## config.mk

```make
export PLATFORM = sky130hd
export DESIGN_NAME = two_way_quota_alternation_arbiter_top
export DESIGN_NICKNAME = d
export VERILOG_FILES = /design/src/rtl/qarb_pkg.sv /design/src/rtl/qarb_in_stage.sv /design/src/rtl/qarb_engine.sv /design/src/rtl/qarb_out_stage.sv /design/src/rtl/two_way_quota_alternation_arbiter_top.sv
export VERILOG_INCLUDE_DIRS = /design/src /design/src/rtl
export SDC_FILE = /design/constraint.sdc
export NUM_CORES = 1
export LEC_CHECK = 0
export BUFFER_PORTS_ARGS = -buffer_cell sky130_fd_sc_hd__buf_4
export CAP_MARGIN = 20
export CORE_ASPECT_RATIO = 1.4
export CORE_UTILIZATION = 45
export DETAILED_ROUTE_END_ITERATION = 7
export GPL_TIMING_DRIVEN = 0
export PLACE_DENSITY_LB_ADDON = 0.15
export SETUP_SLACK_MARGIN = 0.4
export SYNTH_ARGS = -nofsm -noshare
export SYNTH_HDL_FRONTEND = slang
export SYNTH_HIERARCHICAL = 1
export SYNTH_SLANG_ARGS = --single-unit
```

## constraint.sdc

```tcl
create_clock -name clk -period 11.3 [get_ports clk]
set_clock_uncertainty 0.1 [all_clocks]
set_input_delay 1.13 -clock clk [delete_from_list [all_inputs] [get_ports clk]]
set_output_delay 1.13 -clock clk [all_outputs]
set_load 0.02 [all_outputs]
```

## src/rtl/assert_macros.svh

```systemverilog
// Assertion macros used by the arbiter engine RTL.
`ifndef ASSERT_MACROS_SVH
`define ASSERT_MACROS_SVH
`ifndef SYNTHESIS
// Property must hold at every clock edge out of reset.
`define QA_ASSERT(name, clk, rst_n, prop) \
	name: assert property (@(posedge clk) disable iff (!rst_n) prop) \
	else $error("qarb assertion failed");
// Condition must never be seen at a clock edge out of reset.
`define QA_NEVER(name, clk, rst_n, cond) \
	name: assert property (@(posedge clk) disable iff (!rst_n) !(cond)) \
	else $error("qarb forbidden condition seen");
`else
`define QA_ASSERT(name, clk, rst_n, prop)
`define QA_NEVER(name, clk, rst_n, cond)
`endif
`endif

```

## src/rtl/qarb_pkg.sv

```systemverilog
// Package: types and codes of the two-way quota alternation arbiter.
package qarb_pkg;

	localparam int COUNT_MAX_DEF = 255;
	localparam logic [7:0] QUOTA_RESET = 8'd1;

	// Event kinds
	localparam logic [1:0] KIND_ARRIVE = 2'd0;
	localparam logic [1:0] KIND_TRY    = 2'd1;
	localparam logic [1:0] KIND_LEAVE  = 2'd2;

	// Result status codes
	localparam logic [1:0] STATUS_OK   = 2'd0;
	localparam logic [1:0] STATUS_DENY = 2'd1;
	localparam logic [1:0] STATUS_ERR  = 2'd2;

	typedef struct packed {
		logic [1:0] kind;
		logic       side;
	} item_t;

	typedef struct packed {
		logic       granted;
		logic [1:0] status;
		logic       direction;
		logic [7:0] turn_count;
		logic [7:0] in_use_count;
		logic [7:0] left_waiting;
		logic [7:0] right_waiting;
	} result_t;

endpackage

```

## src/rtl/qarb_in_stage.sv

```systemverilog
// Input register stage: holds one request beat until the engine takes it.
module qarb_in_stage (
	input  logic            clk,
	input  logic            arst_n,
	input  logic            valid,
	output logic            stall,
	input  qarb_pkg::item_t item,
	input  logic            take,
	output logic            item_valid_s1,
	output qarb_pkg::item_t item_s1
);

	logic load;

	// Refill when empty or when the held beat moves on this cycle
	assign load  = !item_valid_s1 || take;
	assign stall = item_valid_s1 && !take;

	always_ff @(posedge clk or negedge arst_n) begin
		if (!arst_n) begin
			item_valid_s1 <= 1'b0;
		end else if (load) begin
			item_valid_s1 <= valid;
		end
	end

	always_ff @(posedge clk) begin
		if (load && valid) begin
			item_s1 <= item;
		end
	end

endmodule

```

## src/rtl/qarb_engine.sv

```systemverilog
// Arbiter engine: state registers and the single-pass event update.
`include "assert_macros.svh"
module qarb_engine #(
	parameter int COUNT_MAX = qarb_pkg::COUNT_MAX_DEF
) (
	input  logic              clk,
	input  logic              arst_n,
	input  logic              quota_we,
	input  logic [7:0]        quota_data,
	input  logic              take,
	input  qarb_pkg::item_t   item,
	output qarb_pkg::result_t res
);

	localparam logic [7:0] CNT_LIMIT = (COUNT_MAX < 255) ? 8'(COUNT_MAX) : 8'd255;

	typedef struct packed {
		logic       dir;
		logic [7:0] turn;
	} dir_turn_t;

	logic [7:0] quota_q;
	logic       dir_q;
	logic [7:0] turn_q;
	logic [7:0] holders_q;
	logic [7:0] wait_l_q;
	logic [7:0] wait_r_q;

	logic       dir_d;
	logic [7:0] turn_d;
	logic [7:0] holders_d;
	logic [7:0] wait_l_d;
	logic [7:0] wait_r_d;
	logic       granted;
	logic [1:0] status;
	logic [7:0] mine;
	dir_turn_t  try_rc;
	dir_turn_t  leave_rc;

	// Direction review: only while idle, flip on spent quota or empty side
	function automatic dir_turn_t reconsider(input logic [7:0] h, input logic d,
			input logic [7:0] t, input logic [7:0] wl, input logic [7:0] wr,
			input logic [7:0] q);
		dir_turn_t  r;
		logic [7:0] here;
		logic [7:0] there;
		logic       flip;
		here  = d ? wr : wl;
		there = d ? wl : wr;
		if (t >= q) begin
			flip = (there != 8'd0) || (here == 8'd0);
		end else begin
			flip = (here == 8'd0) && (there != 8'd0);
		end
		r.dir  = d;
		r.turn = t;
		if ((h == 8'd0) && flip) begin
			r.dir  = !d;
			r.turn = 8'd0;
		end
		return r;
	endfunction

	// Next state and result for the event in hand
	always_comb begin
		mine     = item.side ? wait_r_q : wait_l_q;
		try_rc   = reconsider(holders_q, dir_q, turn_q, wait_l_q, wait_r_q, quota_q);
		leave_rc = reconsider(holders_q - 8'd1, dir_q, turn_q, wait_l_q, wait_r_q,
			quota_q);
		dir_d     = dir_q;
		turn_d    = turn_q;
		holders_d = holders_q;
		wait_l_d  = wait_l_q;
		wait_r_d  = wait_r_q;
		granted   = 1'b0;
		status    = qarb_pkg::STATUS_OK;
		case (item.kind)
			qarb_pkg::KIND_ARRIVE: begin
				if (mine >= CNT_LIMIT) begin
					status = qarb_pkg::STATUS_ERR;
				end else if (item.side) begin
					wait_r_d = wait_r_q + 8'd1;
				end else begin
					wait_l_d = wait_l_q + 8'd1;
				end
			end
			qarb_pkg::KIND_TRY: begin
				if (mine == 8'd0) begin
					status = qarb_pkg::STATUS_ERR;
				end else if ((try_rc.dir == item.side) && (try_rc.turn < quota_q)) begin
					if (holders_q >= CNT_LIMIT) begin
						// overflow: direction review is dropped too
						status = qarb_pkg::STATUS_ERR;
					end else begin
						dir_d     = try_rc.dir;
						turn_d    = try_rc.turn + 8'd1;
						holders_d = holders_q + 8'd1;
						granted   = 1'b1;
						if (item.side) begin
							wait_r_d = wait_r_q - 8'd1;
						end else begin
							wait_l_d = wait_l_q - 8'd1;
						end
					end
				end else begin
					// denied, but a flip found on the way still stands
					status = qarb_pkg::STATUS_DENY;
					dir_d  = try_rc.dir;
					turn_d = try_rc.turn;
				end
			end
			qarb_pkg::KIND_LEAVE: begin
				if (holders_q == 8'd0) begin
					status = qarb_pkg::STATUS_ERR;
				end else begin
					holders_d = holders_q - 8'd1;
					dir_d     = leave_rc.dir;
					turn_d    = leave_rc.turn;
				end
			end
			default: begin
				status = qarb_pkg::STATUS_ERR;
			end
		endcase
	end

	assign res.granted       = granted;
	assign res.status        = status;
	assign res.direction     = dir_d;
	assign res.turn_count    = turn_d;
	assign res.in_use_count  = holders_d;
	assign res.left_waiting  = wait_l_d;
	assign res.right_waiting = wait_r_d;

	// Quota register
	always_ff @(posedge clk or negedge arst_n) begin
		if (!arst_n) begin
			quota_q <= qarb_pkg::QUOTA_RESET;
		end else if (quota_we) begin
			quota_q <= quota_data;
		end
	end

	// Arbiter state, stepped once per taken beat
	always_ff @(posedge clk or negedge arst_n) begin
		if (!arst_n) begin
			dir_q     <= 1'b0;
			turn_q    <= 8'd0;
			holders_q <= 8'd0;
			wait_l_q  <= 8'd0;
			wait_r_q  <= 8'd0;
		end else if (take) begin
			dir_q     <= dir_d;
			turn_q    <= turn_d;
			holders_q <= holders_d;
			wait_l_q  <= wait_l_d;
			wait_r_q  <= wait_r_d;
		end
	end

	`QA_NEVER(a_holders_limit, clk, arst_n, holders_q > CNT_LIMIT)
	`QA_NEVER(a_wait_limit, clk, arst_n, (wait_l_q > CNT_LIMIT) || (wait_r_q > CNT_LIMIT))
	`QA_ASSERT(a_grant_ok, clk, arst_n, granted |-> ((status == qarb_pkg::STATUS_OK) && (item.kind == qarb_pkg::KIND_TRY)))
	`QA_ASSERT(a_hold_idle, clk, arst_n, !take |=> ($stable(holders_q) && $stable(dir_q)))
	`QA_ASSERT(a_err_keeps, clk, arst_n, (take && (status == qarb_pkg::STATUS_ERR)) |=> ($stable(turn_q) && $stable(wait_l_q) && $stable(wait_r_q)))

endmodule

```

## src/rtl/qarb_out_stage.sv

```systemverilog
// Result register: holds one result beat until the receiver takes it.
module qarb_out_stage (
	input  logic              clk,
	input  logic              arst_n,
	input  logic              item_valid_s1,
	input  qarb_pkg::result_t res,
	output logic              take,
	output logic              valid,
	input  logic              stall,
	output qarb_pkg::result_t rsp_q
);

	// Engine result moves in when the register is empty or being drained
	assign take = item_valid_s1 && (!valid || !stall);

	always_ff @(posedge clk or negedge arst_n) begin
		if (!arst_n) begin
			valid <= 1'b0;
		end else if (take) begin
			valid <= 1'b1;
		end else if (!stall) begin
			valid <= 1'b0;
		end
	end

	always_ff @(posedge clk) begin
		if (take) begin
			rsp_q <= res;
		end
	end

endmodule

```

## src/rtl/two_way_quota_alternation_arbiter_top.sv

```systemverilog
// Top level of the two-way quota alternation arbiter.
// Request channel: req_valid / req_stall with req (kind, side). Each beat is an
// event: arrive and wait, try to enter, or leave the resource.
// Response channel: rsp_valid / rsp_stall with rsp. Exactly one result beat
// comes back per request beat, in order: grant flag, status, and the
// direction and counters as they stand after the event.
// quota_we / quota_data write the turn quota; write it only while idle.
// A request beat is held in the request register, and its result is captured
// in the result register before it shows on rsp.
// Throughput: one event per cycle while rsp_stall is low, set by the
// single-pass state update between the request and result registers.
// Reset (arst_n low): direction left to right, all counters zero, quota 1, both
// pipeline registers empty.
// A stalled response holds its beat; the request register then holds too, and
// req_stall rises once it is full.
module two_way_quota_alternation_arbiter_top #(
	parameter int COUNT_MAX = qarb_pkg::COUNT_MAX_DEF
) (
	input  logic              clk,
	input  logic              arst_n,
	input  logic              quota_we,
	input  logic [7:0]        quota_data,
	input  logic              req_valid,
	output logic              req_stall,
	input  qarb_pkg::item_t   req,
	output logic              rsp_valid,
	input  logic              rsp_stall,
	output qarb_pkg::result_t rsp
);

	logic              take;
	logic              item_valid_s1;
	qarb_pkg::item_t   item_s1;
	qarb_pkg::result_t res;

	// Request register
	qarb_in_stage u_in (
		.clk           (clk),
		.arst_n        (arst_n),
		.valid         (req_valid),
		.stall         (req_stall),
		.item          (req),
		.take          (take),
		.item_valid_s1 (item_valid_s1),
		.item_s1       (item_s1)
	);

	// State update
	qarb_engine #(
		.COUNT_MAX (COUNT_MAX)
	) u_engine (
		.clk        (clk),
		.arst_n     (arst_n),
		.quota_we   (quota_we),
		.quota_data (quota_data),
		.take       (take),
		.item       (item_s1),
		.res        (res)
	);

	// Result register
	qarb_out_stage u_out (
		.clk           (clk),
		.arst_n        (arst_n),
		.item_valid_s1 (item_valid_s1),
		.res           (res),
		.take          (take),
		.valid         (rsp_valid),
		.stall         (rsp_stall),
		.rsp_q         (rsp)
	);

endmodule

```

* Word-level counts from Yosys, hierarchy flattened *
Cells that the tools add are included.

cells by class
  add/subtract/negate cells = 7
  order comparisons = 4
  eq/ne operators = 4
  multiplexer cells = 44
  bitwise gates (word level) = 2
  reduce and logical (&&, ||, !) cells = 22

operators by type and width
  cell                                                       count
  two-way mux 8 bit                                          23
  case mux 8 bit (2 select lines)                            4
  adder 8 x 1 -> 8 bit (second input constant)               4
  logical NOT 8 bit                                          4
  subtractor 8 x 1 -> 8 bit (second input constant)          3
  two-way mux 9 bit                                          2
  greater-or-equal comparator 8 bit (second input constant)  2
  two-way mux 2 bit                                          5
  greater-or-equal comparator 8 bit                          1
  less-than comparator 8 bit                                 1
  two-way mux 1 bit                                          8
  nonzero test 8 bit                                         1
  logical AND 1 bit                                          7
  case mux 2 bit (3 select lines)                            1
  logical NOT 1 bit                                          5
  logical OR 1 bit                                           3
  OR reduction 3 bit                                         1
  equality test 2 x 1 -> 1 bit (second input constant)       1
  equality test 2 bit (second input constant)                1
  logical NOT 2 bit                                          1
  != test 2 x 1 -> 1 bit (second input constant)             1
  inverter 1 bit                                             2
  case mux 1 bit (2 select lines)                            1
  equality test 1 bit                                        1

word-level totals
  register bits after elaboration = 82
  input bits = 16
  output and inout bits = 38
  logic and storage cells = 100

* Depth between registers and ports, before layout *
  word-level depth = 11
  mapped depth = 18
  gate-level depth less buffers = 16

* Hierarchy *
Netlist, hierarchy kept.

modules (own cells, without submodules)
  module          instances  cells an instance  area an instance (um^2)  seq. area each (um^2)
  qarb_engine     1          604                4,600.7                  1,027.2
  qarb_out_stage  1          39                 1,124.8                  1,106.1
  qarb_in_stage   1          8                  147.6                    115.1

* Worst setup path after synthesis *
Ideal clock, no wire load.

  path kind = reg2reg
  start point = reg u_engine.wait_r_q[4]
  end point = reg u_out/rsp_q[30] in the netlist's numbering (data pin)
  data arrival time = 4.156 ns
  path slack = 6.788 ns
  cell stages (with the launch flop) = 16
  path buffers = 1
  cell sequence = dfrtp_1 -> buf_6 -> or4_4 -> or3_4 -> a211oi_2 -> o21ai_2 -> nand2_1 -> nor2_1 -> ha_1 -> a211oi_1 -> nand2_1 -> nor4_1 -> a221oi_4 -> nor4_1 -> mux2_1 -> a22o_1

RTL lines
  item                    RTL line              source
  from (decl)             qarb_engine.sv:27     logic [7:0] wait_r_q;
  from (signal assigned)  qarb_engine.sv:157    wait_r_q <= wait_r_d;
  to (signal assigned)    qarb_out_stage.sv:28  rsp_q <= res;
  to (decl)               qarb_out_stage.sv:10  output qarb_pkg::result_t rsp_q

==> run summary <==
die height -> 137 µm
Main synth FF type -> dfrtp_1
Final HPWL DP -> 13.4 mm
share of cells above drive strength 1 -> 0.157
Worst path slowest cell -> nor4_1
Worst slew margin -> 0.369
most common cell in the netlist -> nor2_1
total gr overflow -> 0
crit path cell chain -> inv_1 > ha_1 > nor3b_2 > nand2_2 > nor4_1 > a31oi_1 > nand2_1 > nor2_1 > ha_1 > a211oi_1 > nand2_1 > nor4_1 > a221o_1 > nand3_2 > or2_1 > a311o_1
worst setup margin -> 5.71 ns
Initial Utilization -> 0.458
clock sink total -> 82
worst hold path type -> flop to flop
PortBufs -> 53
Max Cap Violations -> 0
drt drc -> 1
root buf cell -> clkbuf_16
vias after detailed routing -> 5766
syn_nets -> 694
VDD IR max -> 89.6 µV
Final Non-Filler Cells -> 874
vias per inst -> 6.60
Worst Path Required -> 11.30 ns
CP endpoint kind -> flop
RePlAce Congestion -> 0.934
vias in the first global route -> 5678
Post-synth EDFFs -> 39
Initial DRT Pass Iterations -> 8
placed cell count -> 858
num rows -> 49
Setup crit start -> u_engine/holders_q[0]
final wirelength -> 18.9 mm
Max FO, Critical Path -> 10
All-Layer GR Usage -> 0.283
CTS Hold Buffers Added -> 0
Hold Vio Cnt, Final -> 0
boundary pin count -> 54
RSZ-0062 raised after global routing -> no
failing checks -> design-rule violations
die area -> 0.0135 mm²
run status -> complete, but fails checks
WL/cell -> 21.6 µm
H-Tree Depth -> 3
top-area cell type share of the netlist area -> 0.199
synth warn -> 6
mapped cell area -> 0.00587 mm²
ant diodes -> 0
Layout area overhead -> 16.1%
list of most frequent post-synthesis cells -> nor2_1, nand2_1, dfrtp_1, a21oi_1, edfxtp_1
PostCTS Resize Cnt -> 0
fin crit share -> 0.495
Core Region -> 0.0128 mm²
CTS tree -> built
Max Slew Vio Count -> 0
slowest cell delay on critical path -> 0.49 ns
worst min-delay path startpoint -> u_engine/quota_q[0]
Layout Nets -> 759
Sw Pwr -> 492 µW
synthesized area per cell -> 9.02 µm²
Worst-path clk slew -> 0.06 ns
clock tree buffer depth -> 2
postcts setup bufs -> 0
Antenna Nets Post-Route -> 0
design internal power -> 742 µW
Clk pwr share -> 0.265
Synth area leaders -> edfxtp_1, dfrtp_1, ha_1
synthesized netlist cell count -> 651
crit path kind -> flop to flop
largest net degree at the start of global routing -> 44
antenna violations before repair -> 0
Sw Share -> 0.399
FF-to-FF Start -> u_engine/holders_q[0]
Final setup violation count -> 0
die width -> 98.6 µm
Leakage -> 0.00274 µW
share of synthesized registers carrying an async set or reset -> 0.524
power share of the combinational group -> 0.405
Worst Setup Start Kind -> flop
pre-CTS WS -> 5.86 ns
minimum period implied by the final worst setup slack -> 5.59 ns
cts bufs inserted -> 9
1st-iter DRT viols -> 375
measured slew at the worst slew-check pin -> 0.942 ns
Seq pwr share -> 0.329
final setup TNS -> 0 ns
#FFs+latches synth -> 82
Cell variety after synth -> 87
first-pass GRT wire length -> 29.2 mm
Critical Path AT -> 5.59 ns
PwrDens -> 181 mW/mm²
clk_lat worst skew -> 0.35 ns
Seq/Total Area, Yosys -> 0.383
FMAX -> 179 MHz
most area-hungry cell type in the Yosys netlist -> edfxtp_1
==> cell usage in the layout (no fill, tap or decap), types with 4 or more instances in the layout <==
cell type / n
a21oi_1: 40
dfrtp_1: 42
nand2b_1: 8
o31ai_1: 6
o21a_1: 4
mux2i_1: 10
and3_1: 14
o221ai_1: 4
a21o_1: 5
a22oi_1: 6
a211oi_1: 9
buf_4: 55
nor2_1: 59
or3_1: 5
o211ai_1: 7
inv_1: 31
and4_1: 4
nand4_1: 14
o21ai_0: 27
buf_2: 4
nand2_1: 52
a31oi_1: 17
nand3_1: 28
a22o_1: 5
a311oi_1: 5
clkbuf_1: 32
o22ai_1: 10
clkbuf_16: 9
a221o_1: 6
edfxtp_1: 39
o21ai_1: 5
a211oi_2: 4
a21boi_0: 4
nor3_1: 18
o41ai_1: 4
ha_1: 27
nor4_1: 10
xnor2_1: 5
==> critical path, delay by kind of cell, from the launching register on <==
family	cells	cell delay (ns)
buffers and inverters	1	0.15
and+or+nand+nor	9	2.76
DFF	1	0.48
AOI/OAI and AO/OA	4	1.25
adders and majority gates	2	0.59
==> sequential cells by signal, indices dropped and copies added, names as in the netlist <==
signal / cells
u_engine/dir_q: 1
u_in/item_valid_s1: 1
u_out/rsp_q: 36
u_engine/turn_q: 8
u_out/valid: 1
u_in/item_s1: 3
u_engine/quota_q: 8
u_engine/wait_l_q: 8
u_engine/wait_r_q: 8
u_engine/holders_q: 8
==> metal layers <==
| layer | up-vias | wire (µm) | GRT usage |
|---|---|---|---|
| li1 | 2632 | - | - |
| met1 | 2819 | 7450 | 0.320 |
| met2 | 237 | 9420 | 0.490 |
| met3 | 78 | 1070 | 0.0492 |
| met4 | 0 | 922 | 0.191 |
| met5 | - | 0 | 0 |
==> layout make-up <==
cell class	count	area [µm²]
sequential	82	2250
inverter	33	124
multi-input combinational	494	3320
buffer	42	193
fill	1166	5990
tap	153	191
clock buffer	10	239
timing repair buffer	54	418
clock inverter	6	90.1
==> logic make-up (layout without fill, tap and decap cells) <==
logic type,count (synthesis),after routing,synth area share
mux,13,13,0.0228
simple gates,241,241,0.220
flops,82,82,0.383
xor+xnor,6,6,0.00895
fa+ha+maj,27,27,0.0575
compound gates,207,207,0.254
buf+inv,75,145,0.0539
==> power by group through the flow <==
| stage | clock network (µW) | logic, µW | registers, µW |
|---|---|---|---|
| detailed placement | 0 | 487 | 410 |
| global placement | 0 | 477 | 410 |
| floorplan | 0 | 317 | 429 |
| global route | 345 | 542 | 410 |
| finish | 327 | 500 | 406 |
| CTS | 334 | 491 | 405 |
==> path summary, 6_finish.rpt <==
kind	endpoint	slack (ns)	depth (start not counted)
worst max-delay path	u_out/rsp_q[20]	5.71	16
worst min-delay path	u_engine/quota_q[0]	0.43	2
worst max register to register	u_out/rsp_q[20]	5.71	16
worst min register to register	u_engine/quota_q[0]	0.43	2
max in group asynchronous	u_engine/turn_q[4]	9.96	1
min in group asynchronous	u_engine/wait_l_q[4]	0.70	1
==> per-stage QoR <==
step / power, µW / utilization / hold WS (ns) / area [µm²]
3_5_place_dp: 897 / 0.506 / 0.419 / 6490
4_1_cts: 1230 / 0.532 / 0.432 / 6820
3_3_place_gp: 887 / 0.504 / 0.407 / 6460
6_report: 1230 / 0.532 / 0.428 / 6820
5_1_grt: 1300 / 0.532 / 0.472 / 6820
2_1_floorplan: 746 / - / 0.388 / 5870
Power figures use the tool's default switching activity.
